`config.mk`:
```
export PLATFORM = sky130hd
export DESIGN_NAME = utf16le_to_utf8_transcoder_top
export DESIGN_NICKNAME = d
export VERILOG_FILES = /design/src/hdl/utx_pkg.sv /design/src/hdl/utf16le_to_utf8_transcoder_top.sv /design/src/hdl/utx_encode.sv
export SDC_FILE = /design/constraint.sdc
export NUM_CORES = 1
export LEC_CHECK = 0
export BUFFER_PORTS_ARGS = -buffer_cell sky130_fd_sc_hd__buf_2
export CAP_MARGIN = 20
export CORE_MARGIN = 2
export CORE_UTILIZATION = 51
export DETAILED_ROUTE_END_ITERATION = 12
export GPL_TIMING_DRIVEN = 0
export PLACE_DENSITY_LB_ADDON = 0.25
export SLEW_MARGIN = 20
export SYNTH_ARGS = -nofsm -noshare
export SYNTH_HDL_FRONTEND = slang
export SYNTH_SLANG_ARGS = --single-unit
```
`constraint.sdc`:
```
create_clock -name clk_i -period 3.8 [get_ports clk_i]
set_input_delay 0.19 -clock clk_i [delete_from_list [all_inputs] [get_ports clk_i]]
set_output_delay 0.19 -clock clk_i [all_outputs]
set_load 0.02 [all_outputs]
```
`src/hdl/utx_pkg.sv`:
```
// Package for the UTF-16LE to UTF-8 transcoder.
// Holds the word types of both channels, the unit state, the burst record
// and the code constants. No dependencies.
`timescale 1ns / 1ps

package utx_pkg;

  // Input word: one raw byte of the UTF-16LE stream.
  typedef struct packed {
    logic [7:0] in_byte;
    logic       in_last;
  } in_word_t;

  // Output word: one UTF-8 byte.
  typedef struct packed {
    logic [7:0] out_byte;
    logic       run_last;
    logic       stream_end;
  } out_word_t;

  // Decoder state kept between input words.
  typedef struct packed {
    logic [7:0] held_low_byte;
    logic       have_low_byte;
    logic [9:0] pending_high_bits;
    logic       have_pending_high;
  } state_t;

  localparam int unsigned MaxBytes = 6;
  localparam int unsigned CntW     = 3;

  // Up to six UTF-8 bytes produced by one input word, bytes[0] goes first.
  typedef struct packed {
    logic [MaxBytes-1:0][7:0] bytes;
    logic [CntW-1:0]          count;
    logic                     at_end;
  } burst_t;

  localparam logic [15:0] Bom        = 16'hFEFF;
  localparam logic [5:0]  HighPrefix = 6'b110110;  // D800..DBFF
  localparam logic [5:0]  LowPrefix  = 6'b110111;  // DC00..DFFF
  localparam logic [20:0] SuppBase   = 21'h10000;
  localparam logic [15:0] Lim1       = 16'h0080;
  localparam logic [15:0] Lim2       = 16'h0800;
  localparam logic [7:0]  ContTag    = 8'h80;
  localparam logic [7:0]  Lead2      = 8'hC0;
  localparam logic [7:0]  Lead3      = 8'hE0;
  localparam logic [7:0]  Lead4      = 8'hF0;

  // Three-byte form of a 16-bit unit; index 0 is the lead byte.
  function automatic logic [2:0][7:0] enc_three(input logic [15:0] u);
    logic [2:0][7:0] r;
    r[0] = Lead3 | {4'h0, u[15:12]};
    r[1] = ContTag | {2'b00, u[11:6]};
    r[2] = ContTag | {2'b00, u[5:0]};
    return r;
  endfunction

endpackage

```
`src/hdl/utf16le_to_utf8_transcoder_top.sv`:
```
// UTF-16LE to UTF-8 transcoder, top level.
// Holds the decoder state, the burst register and the output shifter.
// Depends on utx_pkg and utx_encode.
//
// Usage:
//   The input channel (in_valid_i / in_stall_o / in_word_i) takes one raw
//   byte per word, low byte of each 16-bit unit first; in_last marks the
//   final byte and flushes a pending high surrogate, drops an odd byte and
//   clears the state for the next stream. BOM units are dropped.
//   The output channel (out_valid_o / out_stall_i / out_word_o) gives one
//   UTF-8 byte per word; run_last marks the last byte caused by one input
//   word and stream_end the last one caused by the final input word.
// Flow: the first byte of a burst is on the output in the cycle after the
//   input word is taken. Each input word yields 0 to 6 bytes, sent one per
//   cycle from the burst register while the output is not stalled. Words that
//   yield no bytes are taken even while a burst drains. A new burst loads in
//   the cycle the previous one hands over its last byte.
// Reset: clears the decoder state and empties the burst register.
// Stall: a stalled output holds its byte; the input stalls only when a word
//   that yields bytes finds the burst register still occupied.
`timescale 1ns / 1ps

module utf16le_to_utf8_transcoder_top (
  input  logic               clk_i,
  input  logic               rst_ni,
  input  logic               in_valid_i,
  output logic               in_stall_o,
  input  utx_pkg::in_word_t  in_word_i,
  output logic               out_valid_o,
  input  logic               out_stall_i,
  output utx_pkg::out_word_t out_word_o
);
  import utx_pkg::*;

  state_t   state_q, state_d;
  state_t   state_nx;
  burst_t   burst_nx;
  logic [MaxBytes-1:0][7:0] bytes_q, bytes_d;
  logic [CntW-1:0]          cnt_q, cnt_d;
  logic                     end_q, end_d;
  logic                     in_acc;
  logic                     out_acc;
  logic                     buf_free;
  logic                     needs_out;

  utx_encode u_encode (
    .state_i (state_q),
    .word_i  (in_word_i),
    .burst_o (burst_nx),
    .state_o (state_nx)
  );

  // Handshake
  assign out_valid_o = (cnt_q != '0);
  assign out_acc     = out_valid_o && !out_stall_i;
  assign buf_free    = (cnt_q == '0) || ((cnt_q == CntW'(1)) && !out_stall_i);
  assign needs_out   = (burst_nx.count != '0);
  assign in_stall_o  = needs_out && !buf_free;
  assign in_acc      = in_valid_i && !in_stall_o;

  // Output word
  assign out_word_o.out_byte   = bytes_q[0];
  assign out_word_o.run_last   = (cnt_q == CntW'(1));
  assign out_word_o.stream_end = (cnt_q == CntW'(1)) && end_q;

  // Decoder state
  assign state_d = in_acc ? state_nx : state_q;

  // Burst register: load a new burst or shift out one byte
  always_comb begin
    bytes_d = bytes_q;
    cnt_d   = cnt_q;
    end_d   = end_q;
    if (in_acc && needs_out) begin
      bytes_d = burst_nx.bytes;
      cnt_d   = burst_nx.count;
      end_d   = burst_nx.at_end;
    end else if (out_acc) begin
      bytes_d = {8'h00, bytes_q[MaxBytes-1:1]};
      cnt_d   = cnt_q - CntW'(1);
    end
  end

  always_ff @(posedge clk_i or negedge rst_ni) begin
    if (!rst_ni) begin
      state_q <= '0;
      cnt_q   <= '0;
      end_q   <= 1'b0;
    end else begin
      state_q <= state_d;
      cnt_q   <= cnt_d;
      end_q   <= end_d;
    end
  end

  always_ff @(posedge clk_i) begin
    bytes_q <= bytes_d;
  end

  // Checks
  a_cnt_range: assert property (@(posedge clk_i) disable iff (!rst_ni)
    cnt_q <= CntW'(MaxBytes))
    else $error("burst count out of range");

  a_burst_loads: assert property (@(posedge clk_i) disable iff (!rst_ni)
    (in_acc && needs_out) |=> out_valid_o)
    else $error("burst not presented after load");

  a_last_clears: assert property (@(posedge clk_i) disable iff (!rst_ni)
    (in_acc && in_word_i.in_last) |=>
      (!state_q.have_low_byte && !state_q.have_pending_high))
    else $error("state not cleared after last word");

  a_no_overwrite: assert property (@(posedge clk_i) disable iff (!rst_ni)
    (in_acc && needs_out) |-> (cnt_q == '0 || out_acc))
    else $error("burst overwritten before drained");

endmodule

```
`src/hdl/utx_encode.sv`:
```
// Combinational decode of one input word against the current state.
// Produces the UTF-8 burst for the word and the next state. Uses utx_pkg.
`timescale 1ns / 1ps

module utx_encode (
  input  utx_pkg::state_t   state_i,
  input  utx_pkg::in_word_t word_i,
  output utx_pkg::burst_t   burst_o,
  output utx_pkg::state_t   state_o
);
  import utx_pkg::*;

  logic [15:0]     unit;
  logic            is_low;
  logic            is_high;
  logic [15:0]     pend_unit;
  logic            flush_pend;
  logic [2:0][7:0] pend_bytes;
  logic [2:0][7:0] unit_three;
  logic [20:0]     cp;
  logic [3:0][7:0] s2_bytes;
  logic [2:0]      s2_count;

  assign unit       = {word_i.in_byte, state_i.held_low_byte};
  assign is_low     = (unit[15:10] == LowPrefix);
  assign is_high    = (unit[15:10] == HighPrefix);
  assign pend_unit  = {HighPrefix, state_i.pending_high_bits};
  assign pend_bytes = enc_three(pend_unit);
  assign unit_three = enc_three(unit);
  assign cp = SuppBase + {1'b0, state_i.pending_high_bits, unit[9:0]};

  // Pending high surrogate goes out on its own: broken pair, or end of stream
  assign flush_pend = state_i.have_pending_high &&
                      ((state_i.have_low_byte && !is_low) ||
                       (!state_i.have_low_byte && word_i.in_last));

  // Bytes of the unit itself or of a completed surrogate pair (or of a high surrogate cut off by the end)
  always_comb begin
    s2_bytes = '0;
    s2_count = '0;
    if (state_i.have_low_byte) begin
      priority if (state_i.have_pending_high && is_low) begin
        s2_bytes[0] = Lead4 | {5'h00, cp[20:18]};
        s2_bytes[1] = ContTag | {2'b00, cp[17:12]};
        s2_bytes[2] = ContTag | {2'b00, cp[11:6]};
        s2_bytes[3] = ContTag | {2'b00, cp[5:0]};
        s2_count    = 3'd4;
      end else if (unit == Bom) begin
        s2_count = 3'd0;
      end else if (is_high) begin
        if (word_i.in_last) begin
          s2_bytes[2:0] = unit_three;
          s2_count      = 3'd3;
        end
      end else if (unit < Lim1) begin
        s2_bytes[0] = unit[7:0];
        s2_count    = 3'd1;
      end else if (unit < Lim2) begin
        s2_bytes[0] = Lead2 | {3'b000, unit[10:6]};
        s2_bytes[1] = ContTag | {2'b00, unit[5:0]};
        s2_count    = 3'd2;
      end else begin
        s2_bytes[2:0] = unit_three;
        s2_count      = 3'd3;
      end
    end
  end

  // Assemble the burst: flushed surrogate first, then the unit's bytes
  always_comb begin
    burst_o.at_end = word_i.in_last;
    if (flush_pend) begin
      burst_o.bytes = {s2_bytes[2:0], pend_bytes};
      burst_o.count = s2_count + 3'd3;
    end else begin
      burst_o.bytes = {16'h0000, s2_bytes};
      burst_o.count = s2_count;
    end
  end

  // Next state
  always_comb begin
    state_o = state_i;
    if (!state_i.have_low_byte) begin
      if (word_i.in_last) begin
        state_o = '0;
      end else begin
        state_o.held_low_byte = word_i.in_byte;
        state_o.have_low_byte = 1'b1;
      end
    end else begin
      state_o.held_low_byte     = '0;
      state_o.have_low_byte     = 1'b0;
      state_o.have_pending_high = is_high && !word_i.in_last;
      state_o.pending_high_bits = (is_high && !word_i.in_last) ? unit[9:0] : '0;
    end
  end

endmodule
```
== Yosys cells after proc, flatten, opt, wreduce, memory -nomap -nowiden ==
Index checks and enable logic that the tools add are counted.
Storage, ports and cells
  output and inout port bits: 12
  flip-flop bits (word level): 72
  logic and storage cells: 72
  bits in read-only memories: 0
  memories: 0
  memory bits (writable): 0
  bits in latches: 0
Cells by class
  eq/ne operators: 4
  shift-type cells: 0
  bitwise logic cells: 0
  $lt $le $gt $ge: 2
  add/sub/neg operators: 3
  multiplexer cells: 26
  reduce and logical (&&, ||, !) cells: 25
  divide/modulo/power cells: 0
  multiply operators: 0
Operators with widths (number)
  24-bit two-way mux: 4
  48-bit two-way mux: 2
  51-bit two-way mux: 1
  32-bit two-way mux: 1
  8-bit two-way mux: 3
  17-bit by 20-bit adder with 21-bit output (first input constant): 1
  3-bit two-way mux: 7
  20-bit two-way mux: 1
  16-bit == test (second input constant): 1
  16-bit by 12-bit < comparator with 1-bit output (second input constant): 1
  16-bit by 8-bit < comparator with 1-bit output (second input constant): 1
  16-bit two-way mux: 1
  14-bit two-way mux: 1
  6-bit == test (second input constant): 2
  1-bit logical AND: 11
  11-bit two-way mux: 1
  10-bit two-way mux: 1
  9-bit two-way mux: 1
  1-bit zero test: 6
  3-bit nonzero test: 2
  2-bit nonzero test: 2
  3-bit by 2-bit adder with 3-bit output (second input constant): 1
  3-bit by 1-bit == test with 1-bit output (second input constant): 1
  3-bit zero test: 1
  other kinds (5): 6

== Logic depth before layout (Yosys ltp) ==
Gate-level depths: netlist of run 1.
  depth in word-level cells: 15
  depth in mapped cells: 11
  depth with buffers taken out: 9

== Hierarchy ==
Synthesis of run 1 repeated with hierarchy kept, for this count alone.
Unflattened totals
  cell total of the unflattened synthesis: 429
  area total of the unflattened synthesis: 4739.5 um^2
Modules (own cells, without submodules)
  utf16le_to_utf8_transcoder_top: area each 3179.3 um^2, instances 1, cells each 190
  utx_encode: area each 1560.2 um^2, instances 1, cells each 239

== Worst setup path after synthesis of run 1 ==
Ideal clock, no wire load.
  path kind: register to register
  start point: register state_q[19] (netlist name)
  end point: register bytes_q[10] (netlist name), enable pin
  arrival time: 2.698 ns
  cell stages (with the launch flop): 11
  setup slack: 0.719 ns
  buffers on the path: 2
  clock period less this slack: 3.081 ns
  path through: dfrtp_1 -> buf_2 -> or4_1 -> buf_2 -> nand3_1 -> nand2_1 -> ha_1 -> nand4_1 -> o21ai_1 -> nor2_1 -> or2_2
On the way
  longest elaborated chain between the ends: 15
Ends and longest elaborated chain
  from (decl): line utf16le_to_utf8_transcoder_top.sv:35  | state_t state_q, state_d;
  from (signal assigned): line utf16le_to_utf8_transcoder_top.sv:90  | state_q <= state_d;
  16-bit by 12-bit < comparator with 1-bit output: line utx_encode.sv:58  | end else if (unit < Lim2) begin
  1-bit two-way mux: line utx_encode.sv:58
  3-bit two-way mux: line utx_encode.sv:55  | end else if (unit < Lim1) begin
  3-bit two-way mux: line utx_encode.sv:50  | end else if (is_high) begin
  3-bit two-way mux *: line utx_encode.sv:48  | end else if (unit == Bom) begin
  3-bit two-way mux *: line utx_encode.sv:42  | priority if (state_i.have_pending_high && is_low) begin
  3-bit two-way mux *: line utx_encode.sv:41  | if (state_i.have_low_byte) begin
  3-bit by 2-bit adder with 3-bit output: line utx_encode.sv:74  | burst_o.count = s2_count + 3'd3;
  51-bit two-way mux *: line utx_encode.sv:72  | if (flush_pend) begin
  3-bit nonzero test *: line utf16le_to_utf8_transcoder_top.sv:57  | assign needs_out = (burst_nx.count != '0);
  1-bit logical AND: line utf16le_to_utf8_transcoder_top.sv:58  | assign in_stall_o = needs_out && !buf_free;
  1-bit zero test: line utf16le_to_utf8_transcoder_top.sv:59  | assign in_acc = in_valid_i && !in_stall_o;
  1-bit logical AND: line utf16le_to_utf8_transcoder_top.sv:59
  1-bit logical AND *: line utf16le_to_utf8_transcoder_top.sv:74  | if (in_acc && needs_out) begin
  2-bit nonzero test (no source line) *
  to (signal assigned): line utf16le_to_utf8_transcoder_top.sv:97  | bytes_q <= bytes_d;
  to (decl): line utf16le_to_utf8_transcoder_top.sv:38  | logic [MaxBytes-1:0][7:0] bytes_q, bytes_d;
Every way passes the cells marked *; elsewhere a longest branch is shown, timed or not.
A chain may end at the register's enable or synchronous reset.

== Final worst setup path of run 1 ==
  start point: register state_q[12] (netlist name)
  end point: register bytes_q[8] (netlist name), enable pin
Same word-level chain as after synthesis.

==> summary.txt, run 1 <==
Layout
  • Antenna diode instance count: 0
  • Core Util, Final: about three fifths
  • Non-filler cells, final: ~540
  • Share of layout cells above drive strength 1: between 10% and 20%
  • Post-layout net count: roughly 450
  • Area delta synth->final: 12.0%

Die
  • Die Ht: 92.2 um
  • Die Footprint: between 0.008 and 0.009 mm2
  • Die width: ~92 um
  • IO Pins: 25
  • # rows: 32
  • Initial Util: about half
  • Core Region: ~0.0076 mm2

Clock network
  • CTS tree: yes
  • Number of clock sinks: 70
  • H-tree depth: 3
  • Post-CTS Setup Bufs: 0
  • Reg clk slew, reported paths: about 80 ps
  • Clk root buf: clkbuf_8
  • Max clock buf depth: 2
  • CTS Buf Count: 9
  • Worst-Skew Late Latency: roughly 350 ps

Logic synthesis
  • Synth Net Count: about 420
  • Sequential share of the synthesized area: between 40% and 50%
  • Post-Synth Adder-Cell Area: roughly 1.6%
  • Top_reg_cell synth: edfxtp_1
  • Synth Area per Inst: 9.93 um2
  • Fraction of the mapped netlist area in compound gates: between 20% and 30%
  • Xor/xnor share of the synthesized area: 1.10%
  • Mapped cell area: 0.00397 mm2
  • Largest family of logic cells by synthesized area: compound AO/OA/AOI/OAI gates
  • Synth unique cells: 55
  • Share of synthesized registers carrying an async set or reset: approximately a third
  • Seq cells post-synth: 70
  • EDFF count, synth: 46
  • Cell count after synthesis: 400
  • Ys Warns: 0
  • Synth Area in Simple Gates: about a fifth
  • Mux share of post-synthesis cell area: under 10%

Worst setup path
  • Max stage delay on crit path: between 500 and 600 ps
  • Worst setup EP type: flip-flop
  • Chain of cells forming the critical path: nand4_1 -> nor4_2 -> nor3_1 -> nand2_1 -> ha_1 -> nand4_1 -> o21ai_1 -> nor2_1 -> or2_4
  • Most used cell, CP: nand4_1
  • Arrival time worst endpoint: ~3600 ps
  • Slowest CP cell: nor4_2
  • Worst Path Required: 3820 ps
  • Kind of critical path: reg2reg
  • CP Launch Type: flip-flop
  • Largest fanout on the critical path: 23

Routing
  • Vias: 3,337
  • DRC Markers: 0
  • First-pass iteration count of the detailed router: 5
  • Routed len/inst: 19.9 um
  • Initial drt markers: approximately 340
  • Routed Antenna Nets: 0
  • Via density: between 6 and 7
  • Routed WL: around 11,000 um

Timing
  • Final count of hold timing violations: 0
  • Worst hold margin: between 100 and 150 ps
  • Final Max Slew Viols: 0
  • Fin crit period: about 3500 ps
  • Rel. slew slack: 45.9%
  • Final worst-path cycle share: between 90% and 100%
  • RSZ-0062 raised after global routing: no
  • Setup-failing EPs final: 0
  • Final Skew: 9.66 ps
  • Slew @ Worst Pin: 805 ps
  • Fmax: ~0.28 GHz

Place
  • DPL Wire Length: 7650 um
  • Gpl congestion: 0.950
  • Port bufs: 22
  • DP Cell Count: around 520

Outcome
  • Outcome: complete, no violations

Power and ir drop
  • P_leak: around 0.0017 uW
  • Pwr/cell area: roughly 640 mW/mm2
  • Worst vdd ir: 0.000387 V

GRT
  • Vias in the first global route: about 3,100
  • Remaining global-route overflow: 0
  • Total track usage: about a quarter
  • Global-route wire length before repair: between 15,000 and 20,000 um
  • Pin count of the biggest net entering global routing: 47
  • Initial antenna violation count: 0

Run
  • Max cap viols: 0

Hold path
  • Min-Delay Path Class: in2reg
## sequential cells by signal, summed over array words and instances, names as in the netlist
| register | count |
|---|---|
| state_q | 20 |
| bytes_q | 38 |
| end_q | 1 |
| out_word_o | 8 |
| cnt_q | 3 |
## cell usage in the layout (no fill, tap or decap), types with 6 or more instances in the layout
master / netlist / final
buf_2: 15 / 37
nand2b_1: 8 / 8
nand3_1: 6 / 6
nand2_1: 65 / 65
a22o_1: 10 / 10
nor2_1: 23 / 23
o31ai_1: 14 / 14
clkbuf_1: 12 / 12
a21oi_1: 18 / 18
dfrtp_1: 24 / 24
nor3_1: 7 / 7
o21ai_0: 23 / 22
inv_1: 10 / 10
clkbuf_8: 0 / 9
edfxtp_1: 46 / 46
buf_4: 8 / 8
o21ai_1: 12 / 13
mux2_2: 7 / 7
## routing by layer
metal | GRT usage (%) | routed length (um)
met1 | 38.3 | 4760
met2 | 42.1 | 5060
met3 | 4.11 | 764
met4 | 7.96 | 205
met5 | 0 | 0
## critical path: cells and delay by family (launching register included)
kind,cells,cell delay (ps)
compound gates,1,120
flops,1,560
simple gates,7,2230
fa+ha+maj,1,270
## report_power, final
part,switching (uW),internal (uW),leakage [uW]
registers,136,1090,0.000775
logic,591,340,0.000840
clock network,305,372,0.000110
total,1030,1800,0.00172
## metrics by stage
| step | cell area, um2 | TNS (ps) | total power, uW | setup WS, ps |
|---|---|---|---|---|
| 4_1_cts | 4440 | 0 | 2830 | 127 |
| 6_report | 4450 | 0 | 2840 | 251 |
| 5_1_grt | 4450 | 0 | 2990 | 34.6 |
| 3_3_place_gp | 4210 | -10520 | 2130 | -232 |
| 3_5_place_dp | 4210 | -12680 | 2160 | -279 |
| 2_1_floorplan | 3970 | 0 | 1850 | 719 |
## path summary, 6_finish.rpt
kind | cells after the start | slack [ps] | to | startpoint
setup / recovery | 9 | 250 | bytes_q[8]$_DFFE_PP_ | state_q[12]$_DFFE_PN0P_
hold / removal | 3 | 140 | state_q[17]$_DFFE_PN0P_ | in_word_i[6]
setup reg to reg | 9 | 250 | bytes_q[8]$_DFFE_PP_ | state_q[12]$_DFFE_PN0P_
hold reg to reg | 1 | 520 | bytes_q[22]$_SDFFCE_PP0P_ | bytes_q[30]$_SDFFCE_PN0P_
max in group asynchronous | 2 | 3080 | state_q[16]$_DFFE_PN0P_ | rst_ni
min in group asynchronous | 2 | 350 | state_q[10]$_DFFE_PN0P_ | rst_ni
## what timing repair did
action	4_1_cts	5_1_grt
cloned	0	1
setup endpoints to repair	46	46
hold endpoints to repair	24	0
pin swaps	0	1
gates resized for setup	1	1
hold buffers	1	0
## synthesized netlist by cell type, drive strengths merged, types with 2 or more instances
cell type  count  area (um2)
a21o           3        22.5
a21oi         18        90.1
a221oi         4        35.0
a22o          10        87.6
a22oi          4        30.0
a2bb2oi        4        35.0
a311oi         2        23.8
a31oi          3        18.8
a32oi          5        43.8
and2           5        31.3
and4           3        26.3
buf           24         146
clkbuf        12        45.0
dfrtp         24         601
edfxtp        46        1380
ha             5        62.6
inv           10        37.5
mux2           7        78.8
mux2i          2        20.0
nand2         65         244
nand2b         8        50.1
nand3          7        40.0
nand3b         4        30.0
nand4          5        46.3
nor2          23        86.3
nor2b          3        18.8
nor3           7        35.0
nor4           7        56.3
nor4b          2        17.5
o211ai         2        15.0
o21a           3        22.5
o21ai         35         175
o22ai          2        12.5
o31ai         14         105
or2            6        37.5
or4            2        15.0
xnor2          2        17.5
xor2           3        26.3
## cell families (layout without fill, tap and decap cells)
kind of cell,count (synthesis),after routing
AND/OR/NAND/NOR,149,150
AO/OA/AOI/OAI,116,116
flip-flops,70,70
buffers and inverters,46,85
multiplexers,9,9
adder cells (fa/ha/maj),5,5
XOR/XNOR,5,5
## final cells by class
class	instances	area, um2
inverters	10	37.5
clock inverters	7	95.1
plain buffers	36	191
flip-flops and latches	70	1980
clock buffers	9	124
fillers	686	3200
well taps	102	128
multi-input cells	285	1770
repair buffers	23	120
Power figures use the tool's default switching activity.
==> run 2: changes to the inputs <==
SYNTH_HIERARCHICAL = 1   (was not set)
==> summary.txt, run 2 <==
Outcome
  • Outcome: complete, no violations

Worst setup path
  • Reg-to-Reg Start: state_q[0]$_DFFE_PN0N_
  • CP Launch Type: flip-flop
  • Flop2flop setup slack: 180 ps (-70 ps)
  • Reg2reg path depth: 11 (+2)
  • Max stage delay on crit path: 470 ps (-100 ps)
  • Worst setup EP type: flip-flop
  • Most used cell, CP: or3_4
  • Worst R2R End: bytes_q[27]$_DFFE_PP_
  • Arrival time worst endpoint: 3720 ps (+150 ps)
  • Largest fanout on the critical path: 10 (-57%)
  • Worst Path Required: 3900 ps (+80 ps)
  • Kind of critical path: reg2reg
  • Family with the most delay on the worst path: simple AND/OR/NAND/NOR gates
  • Worst path bufs/invs: 2 (+2)
  • Slowest CP cell: or3_4
  • Chain of cells forming the critical path: buf_2 -> nand3b_1 -> o21ai_0 -> or3_4 -> or2_1 -> ha_1 -> o22ai_1 -> or3_4 -> o211ai_4 -> buf_6 -> mux2_2

Timing
  • Fin worst setup slack: 180 ps (-70.7 ps)
  • Fmax: 0.276 GHz (-2.0%)
  • RSZ-0062 raised after global routing: no
  • Final Skew: 13.6 ps (+3.99 ps)
  • Final count of hold timing violations: 0 (unchanged)
  • Rel. slew slack: 46.5% (+0.64 points)
  • Slew @ Worst Pin: 792 ps (-13.7 ps)
  • Fin crit period: 3620 ps (+70.7 ps)
  • Final worst-path cycle share: 95.3% (+1.9 points)
  • Final Max Slew Viols: 0 (unchanged)
  • Setup-failing EPs final: 0 (unchanged)

Die
  • Die width: 100 um (+8.9%)
  • Die Ht: 100 um (+8.9%)
  • Die Footprint: 0.0101 mm2 (+19%)
  • IO Pins: 25 (unchanged)
  • Initial Util: 52.0% (+0.12 points)
  • Core Region: 0.00911 mm2 (+19%)
  • # rows: 35 (+9.4%)

Logic synthesis
  • Share of synthesized registers carrying an async set or reset: 33.3% (-0.95 points)
  • EDFF count, synth: 48 (+4.3%)
  • Top-count cell post-synth: mux2_2
  • Mapped cell area: 0.00474 mm2 (+19%)
  • Cell count after synthesis: 429 (+7.2%)
  • Synth top area share: 30.4% (-4.4 points)
  • Top post-synthesis cells by area: edfxtp_1 (30%), mux2_2 (14%), dfrtp_1 (13%)
  • Seq cells post-synth: 72 (+2.9%)
  • Sequential share of the synthesized area: 43.1% (-6.8 points)
  • Synth unique cells: 69 (+25%)
  • Ys Warns: 6 (+6)
  • Post-synth top cells: mux2_2 (61), edfxtp_1 (48), nor2_1 (26), dfrtp_1 (24), a21oi_1 (17)
  • Top_reg_cell synth: edfxtp_1
  • Area leader, netlist: edfxtp_1
  • Synth Area per Inst: 11.0 um2 (+11%)

Routing
  • Via density: 6.38 (+3.7%)
  • Vias: 3,734 (+12%)
  • Initial drt markers: 319 (-7.0%)
  • First-pass iteration count of the detailed router: 5 (unchanged)
  • Routed WL: 12,500 um (+16%)
  • Routed len/inst: 21.3 um (+7.2%)
  • DRC Markers: 0 (unchanged)
  • Routed Antenna Nets: 0 (unchanged)

Layout
  • Post-layout net count: 488 (+7.7%)
  • Most frequent cells in the layout: mux2_2 (61), edfxtp_1 (48), buf_2 (29)
  • Most common cell after layout, fill and taps aside: mux2_2
  • Share of layout cells above drive strength 1: 34.2% (+15 points)
  • Area delta synth->final: 10.8%
  • Antenna diode instance count: 0 (unchanged)
  • Max reg flops: 40 (+5.3%)
  • Largest Register: bytes_q
  • Core Util, Final: 57.7% (-0.51 points)

GRT
  • Global-route wire length before repair: 19,200 um (+12%)
  • Remaining global-route overflow: 0 (unchanged)
  • Pin count of the biggest net entering global routing: 25 (-47%)
  • Met2 Use GR: 38.7% (-3.4 points)
  • Met3 usage: 5.85% (+1.7 points)
  • Initial antenna violation count: 0 (unchanged)
  • Vias in the first global route: 3,433 (+9.1%)
  • Grt met1 use: 36.1% (-2.2 points)
  • Grt peak-use layer: met2
  • Total track usage: 25.4% (-1.3 points)

Place
  • Port bufs: 20 (-9.1%)
  • Worst slack at placement: -764 ps (-486 ps)
  • Gpl congestion: 1.00 (+5.7%)
  • DPL Wire Length: 8740 um (+14%)

Clock network
  • Clk root buf: clkbuf_8
  • Worst-Skew Late Latency: 350 ps (about the same)
  • Reg clk slew, reported paths: 80 ps (about the same)
  • H-tree depth: 3 (unchanged)
  • Max clock buf depth: 2 (unchanged)
  • CTS tree: yes
  • CTS Buf Count: 9 (unchanged)
  • Number of clock sinks: 72 (+2.9%)

Hold path
  • Min-delay src: in_word_i[0]
  • Min-Delay Path Class: in2reg
  • Hold Crit Endpoint: end_q$_DFFE_PN0P_
  • Worst Hold Path Cells: 2 (-1)

Power and ir drop
  • Worst vdd ir: 0.000442 V (+14%)
  • Pwr/cell area: 653 mW/mm2 (+2.4%)
  • P_leak: 0.00206 uW (+19%)

Run
  • Max cap viols: 0 (unchanged)
-- run 2: cell types whose count changed after synthesis, sizes merged, moves of 6 or more --
| cell | before | now |
|---|---|---|
| o21ai | 35 | 22 |
| nand2 | 65 | 13 |
| o211ai | 2 | 10 |
| mux2 | 7 | 61 |
| nor2 | 23 | 29 |
| buf | 24 | 33 |
| and2 | 5 | 16 |
| o31ai | 14 | 3 |
-- run 2: worst max-delay path by stage --
stage | from | to | slack [ps] | cells past startpoint
4_1_cts | state_q[0]$_DFFE_PN0N_ | out_word_o[7]$_DFFE_PP_ | 4 | 10
5_1_grt | state_q[19]$_DFFE_PN0N_ | bytes_q[27]$_DFFE_PP_ | 20 | 11
6_report | state_q[0]$_DFFE_PN0N_ | bytes_q[27]$_DFFE_PP_ | 180 | 11
2_1_floorplan | state_q[0]$_DFFE_PN0N_ | bytes_q[10]$_DFFE_PP_ | 210 | 10
3_5_place_dp | state_q[11]$_DFFE_PN0N_ | out_word_o[3]$_DFFE_PP_ | -760 | 9
3_3_place_gp | state_q[11]$_DFFE_PN0N_ | out_word_o[3]$_DFFE_PP_ | -670 | 9
-- run 2: what timing repair did --
action | 4_1_cts | 5_1_grt
cloned | 1 | 1
hold buffers | 1 | 0
gates resized for setup | 4 | 3
endpoints found under the setup margin | 83 | 85
endpoints found under the hold margin | 24 | 0
pin swaps | 2 | 2
buffers inserted | 1 | 3
-- run 2: cell families after synthesis --
family	count (synthesis)	share of synthesized area [%]
fa+ha+maj	5	1.32
simple gates	121	15.7
other cells	1	0.0791
xor+xnor	4	0.739
flops	72	43.1
buf+inv	56	7.50
mux	64	15.1
compound gates	106	16.5
-- run 2: area by class of cell --
type,count,area (um2)
Tap cell,111,139
Clock buffer,10,128
Inverter,13,48.8
Buffer,43,308
Timing Repair Buffer,25,140
Fill cell,795,3860
Clock inverter,5,57.6
Sequential cell,72,2040
Multi-Input combinational cell,306,2390
-- run 2: power breakdown --
part           leakage [uW]  internal [uW]  switching [uW]
Sequential         0.000796           1240             176
Combinational       0.00118            637             768
Clock             0.0000864            300             305
Total               0.00206           2180            1250
-- run 2: metal layers --
layer  part of all wire [%]  vias to the layer above  routed length, um
met5                      0                        -                  0
met3                    9.5                       35               1190
met1                     43                     1797               5350
met2                     45                      212               5670
li1                       -                     1690                  -
met4                    2.2                        0                277
-- run 2: metrics by stage --
step / instance area (um2) / hold slack (ps) / std cells / total power [uW] / setup TNS, ps
3_3_place_gp: 4990 / 200 / 563 / 2740 / -31890
3_5_place_dp: 4990 / 221 / 563 / 2780 / -37090
6_report: 5250 / 78.9 / 585 / 3430 / 0
5_1_grt: 5250 / 70.3 / 585 / 3610 / 0
4_1_cts: 5210 / 71.1 / 581 / 3410 / 0
2_1_floorplan: 4750 / -106 / 432 / 2410 / 0
==> run 3: changes to the inputs <==
ABC_AREA = 1   (was not set)
==> summary.txt, run 3 <==
GRT
  • Remaining global-route overflow: 0 (unchanged)
  • Total track usage: 25.0% (-0.42 points)
  • Pin count of the biggest net entering global routing: 29 (+16%)
  • Vias in the first global route: 3,852 (+12%)
  • Initial antenna violation count: 0 (unchanged)
  • Global-route wire length before repair: 19,300 um (+0.65%)

Routing
  • Via density: 5.35 (-16%)
  • DRC Markers: 0 (unchanged)
  • Routed len/inst: 15.4 um (-28%)
  • First-pass iteration count of the detailed router: 5 (unchanged)
  • Initial drt markers: 401 (+26%)
  • Routed WL: 12,000 um (-3.7%)
  • Vias: 4,181 (+12%)
  • Routed Antenna Nets: 0 (unchanged)

Logic synthesis
  • Sequential share of the synthesized area: 42.6% (-0.45 points)
  • Synth Area per Inst: 7.65 um2 (-31%)
  • Top-count cell post-synth: nand2_1
  • Post-synth top cells: nand2_1 (253), nand3_1 (51), edfxtp_1 (48), nand2_2 (44), nor2_1 (39)
  • Synth top area share: 30.1% (-0.32 points)
  • Area leader, netlist: edfxtp_1
  • Cell count after synthesis: 626 (+46%)
  • Synth unique cells: 34 (-51%)
  • Mapped cell area: 0.00479 mm2 (+1.1%)
  • Seq cells post-synth: 72 (unchanged)
  • EDFF count, synth: 48 (unchanged)
  • Ys Warns: 6 (unchanged)
  • Top post-synthesis cells by area: edfxtp_1 (30%), nand2_1 (20%), dfrtp_1 (13%)
  • Top_reg_cell synth: edfxtp_1
  • Share of synthesized registers carrying an async set or reset: 33.3% (unchanged)

Timing
  • Final worst-path cycle share: 90.8% (-4.5 points)
  • RSZ-0062 raised after global routing: no
  • Final Skew: 13.1 ps (-0.522 ps)
  • Fin worst setup slack: 349 ps (+169 ps)
  • Slew @ Worst Pin: 546 ps (-246 ps)
  • Fin crit period: 3450 ps (-169 ps)
  • Worst hold margin: 177 ps (+98.6 ps)
  • Rel. slew slack: 63.5% (+17 points)
  • Fmax: 0.290 GHz (+4.9%)
  • Setup-failing EPs final: 0 (unchanged)
  • Final count of hold timing violations: 0 (unchanged)
  • Final Max Slew Viols: 0 (unchanged)

Layout
  • Largest Register: bytes_q
  • Post-layout net count: 684 (+40%)
  • Layout fillers: 884 (+11%)
  • Share of layout cells above drive strength 1: 24.1% (-10 points)
  • Area of the multi-input gates: 0.00225 mm2 (-5.9%)
  • Most common cell after layout, fill and taps aside: nand2_1
  • Max reg flops: 40 (unchanged)
  • Area delta synth->final: 10.6%
  • Sequential cell area: 0.00204 mm2 (unchanged)
  • Non-filler cells, final: 782 (+34%)
  • Antenna diode instance count: 0 (unchanged)
  • Most frequent cells in the layout: nand2_1 (252), nand3_1 (51), edfxtp_1 (48)

Place
  • Port bufs: 24 (+20%)
  • DP Cell Count: 765 (+36%)
  • Worst slack at placement: 386 ps (+1150 ps)
  • DPL Wire Length: 9000 um (+3.0%)
  • Gpl congestion: 1.01 (+0.49%)

Worst setup path
  • Worst path bufs/invs: 4 (+2)
  • Arrival time worst endpoint: 3500 ps (-220 ps)
  • Most used cell, CP: buf_12
  • CP Launch Type: flip-flop
  • Worst Path Required: 3850 ps (-50 ps)
  • Family with the most delay on the worst path: simple AND/OR/NAND/NOR gates
  • Kind of critical path: reg2reg
  • Worst setup EP type: flip-flop
  • Largest fanout on the critical path: 28 (+18)
  • Chain of cells forming the critical path: inv_1 -> nand4_1 -> nand2_2 -> nand2_1 -> ha_1 -> o21ai_0 -> nor2_1 -> nand2_1 -> nand3_4 -> buf_12 -> buf_12 -> nand2_2 -> buf_12
  • Max stage delay on crit path: 450 ps (-20 ps)
  • Slowest CP cell: dfrtp_1

Power and ir drop
  • Pwr/cell area: 655 mW/mm2 (+0.28%)
  • Power, Total: 3470 uW (+1.1%)
  • P_leak: 0.00255 uW (+24%)
  • Worst vdd ir: 0.000271 V (-39%)

Clock network
  • CTS Buf Count: 9 (unchanged)
  • H-tree depth: 3 (unchanged)
  • Number of clock sinks: 72 (unchanged)
  • Max clock buf depth: 2 (unchanged)
  • Reg clk slew, reported paths: 90 ps (about the same)
  • Post-CTS resize count: 0 (-4)
  • Worst-Skew Late Latency: 350 ps (about the same)
  • CTS tree: yes
  • Clk root buf: clkbuf_8

Die
  • Die width: 101 um (+0.51%)
  • Initial Util: 52.1% (about the same)
  • Die Footprint: 0.0102 mm2 (+1.0%)
  • # rows: 35 (unchanged)
  • Die Ht: 101 um (+0.51%)
  • IO Pins: 25 (unchanged)
  • Core Region: 0.00920 mm2 (+0.96%)

Run
  • Max cap viols: 0 (unchanged)

Hold path
  • Min-Delay Path Class: in2reg

Outcome
  • Outcome: complete, no violations
[run 3: what timing repair did]
item,in CTS,in global routing
setup endpoints to repair,0,0
hold buffers,1,0
buffers inserted,0,0
hold endpoints to repair,24,0
[run 3: per-layer routing]
layer,routed length [um],vias up,global-route usage [%]
met2,5640,170,41.3
met3,942,19,4.92
met5,0,-,0
li1,-,2063,-
met4,121,0,5.41
met1,5320,1929,34.3
[run 3: final cells by class]
cell class	instances	area share, %
clock inverters	7	1.51
well taps	111	2.62
flip-flops and latches	72	38.6
repair buffers	26	2.83
clock buffers	9	2.34
multi-input cells	474	42.4
plain buffers	40	6.66
inverters	43	3.05
[run 3: stage by stage]
stage	instance area, um2	utilization, %	setup TNS, ps
floorplan	4800	-	0
global placement	5060	55.0	-20140
detailed placement	5080	55.3	0
CTS	5300	57.6	0
global route	5300	57.6	0
finish	5300	57.6	0
[run 3: power by group]
group          internal (uW)  switching, uW
Clock                    311            322
Sequential              1220            191
Combinational            517            904
Total                   2050           1420
[run 3: cell families (layout without fill, tap and decap cells)]
| logic type | Yosys count | in the layout | share of synthesized area [%] |
|---|---|---|---|
| fa+ha+maj | 5 | 5 | 1.31 |
| flops | 72 | 72 | 42.6 |
| simple gates | 426 | 426 | 40.5 |
| compound gates | 37 | 37 | 4.39 |
| buf+inv | 83 | 125 | 10.7 |
| xor+xnor | 2 | 2 | 0.366 |
| other cells | 1 | 4 | 0.0783 |
[run 3: worst min-delay path, cell delays in order]
cell and delay, ps:
buf_2 110, buf_4 100, nand2_1 40, nand2_1 40
[run 3: final timing paths]
| kind | from | cells past startpoint | slack, ps | to |
|---|---|---|---|---|
| setup / recovery | state_q[19]$_DFFE_PN0N_ | 13 | 350 | bytes_q[40]$_SDFFCE_PN0P_ |
| hold / removal | in_word_i[0] | 4 | 180 | end_q$_DFFE_PN0P_ |
| setup reg to reg | state_q[19]$_DFFE_PN0N_ | 13 | 350 | bytes_q[40]$_SDFFCE_PN0P_ |
| hold reg to reg | state_q[11]$_DFFE_PN0N_ | 2 | 480 | state_q[11]$_DFFE_PN0N_ |
| max in group asynchronous | rst_ni | 2 | 3080 | cnt_q[2]$_DFFE_PN0P_ |
| min in group asynchronous | rst_ni | 2 | 340 | state_q[15]$_DFFE_PN0N_ |
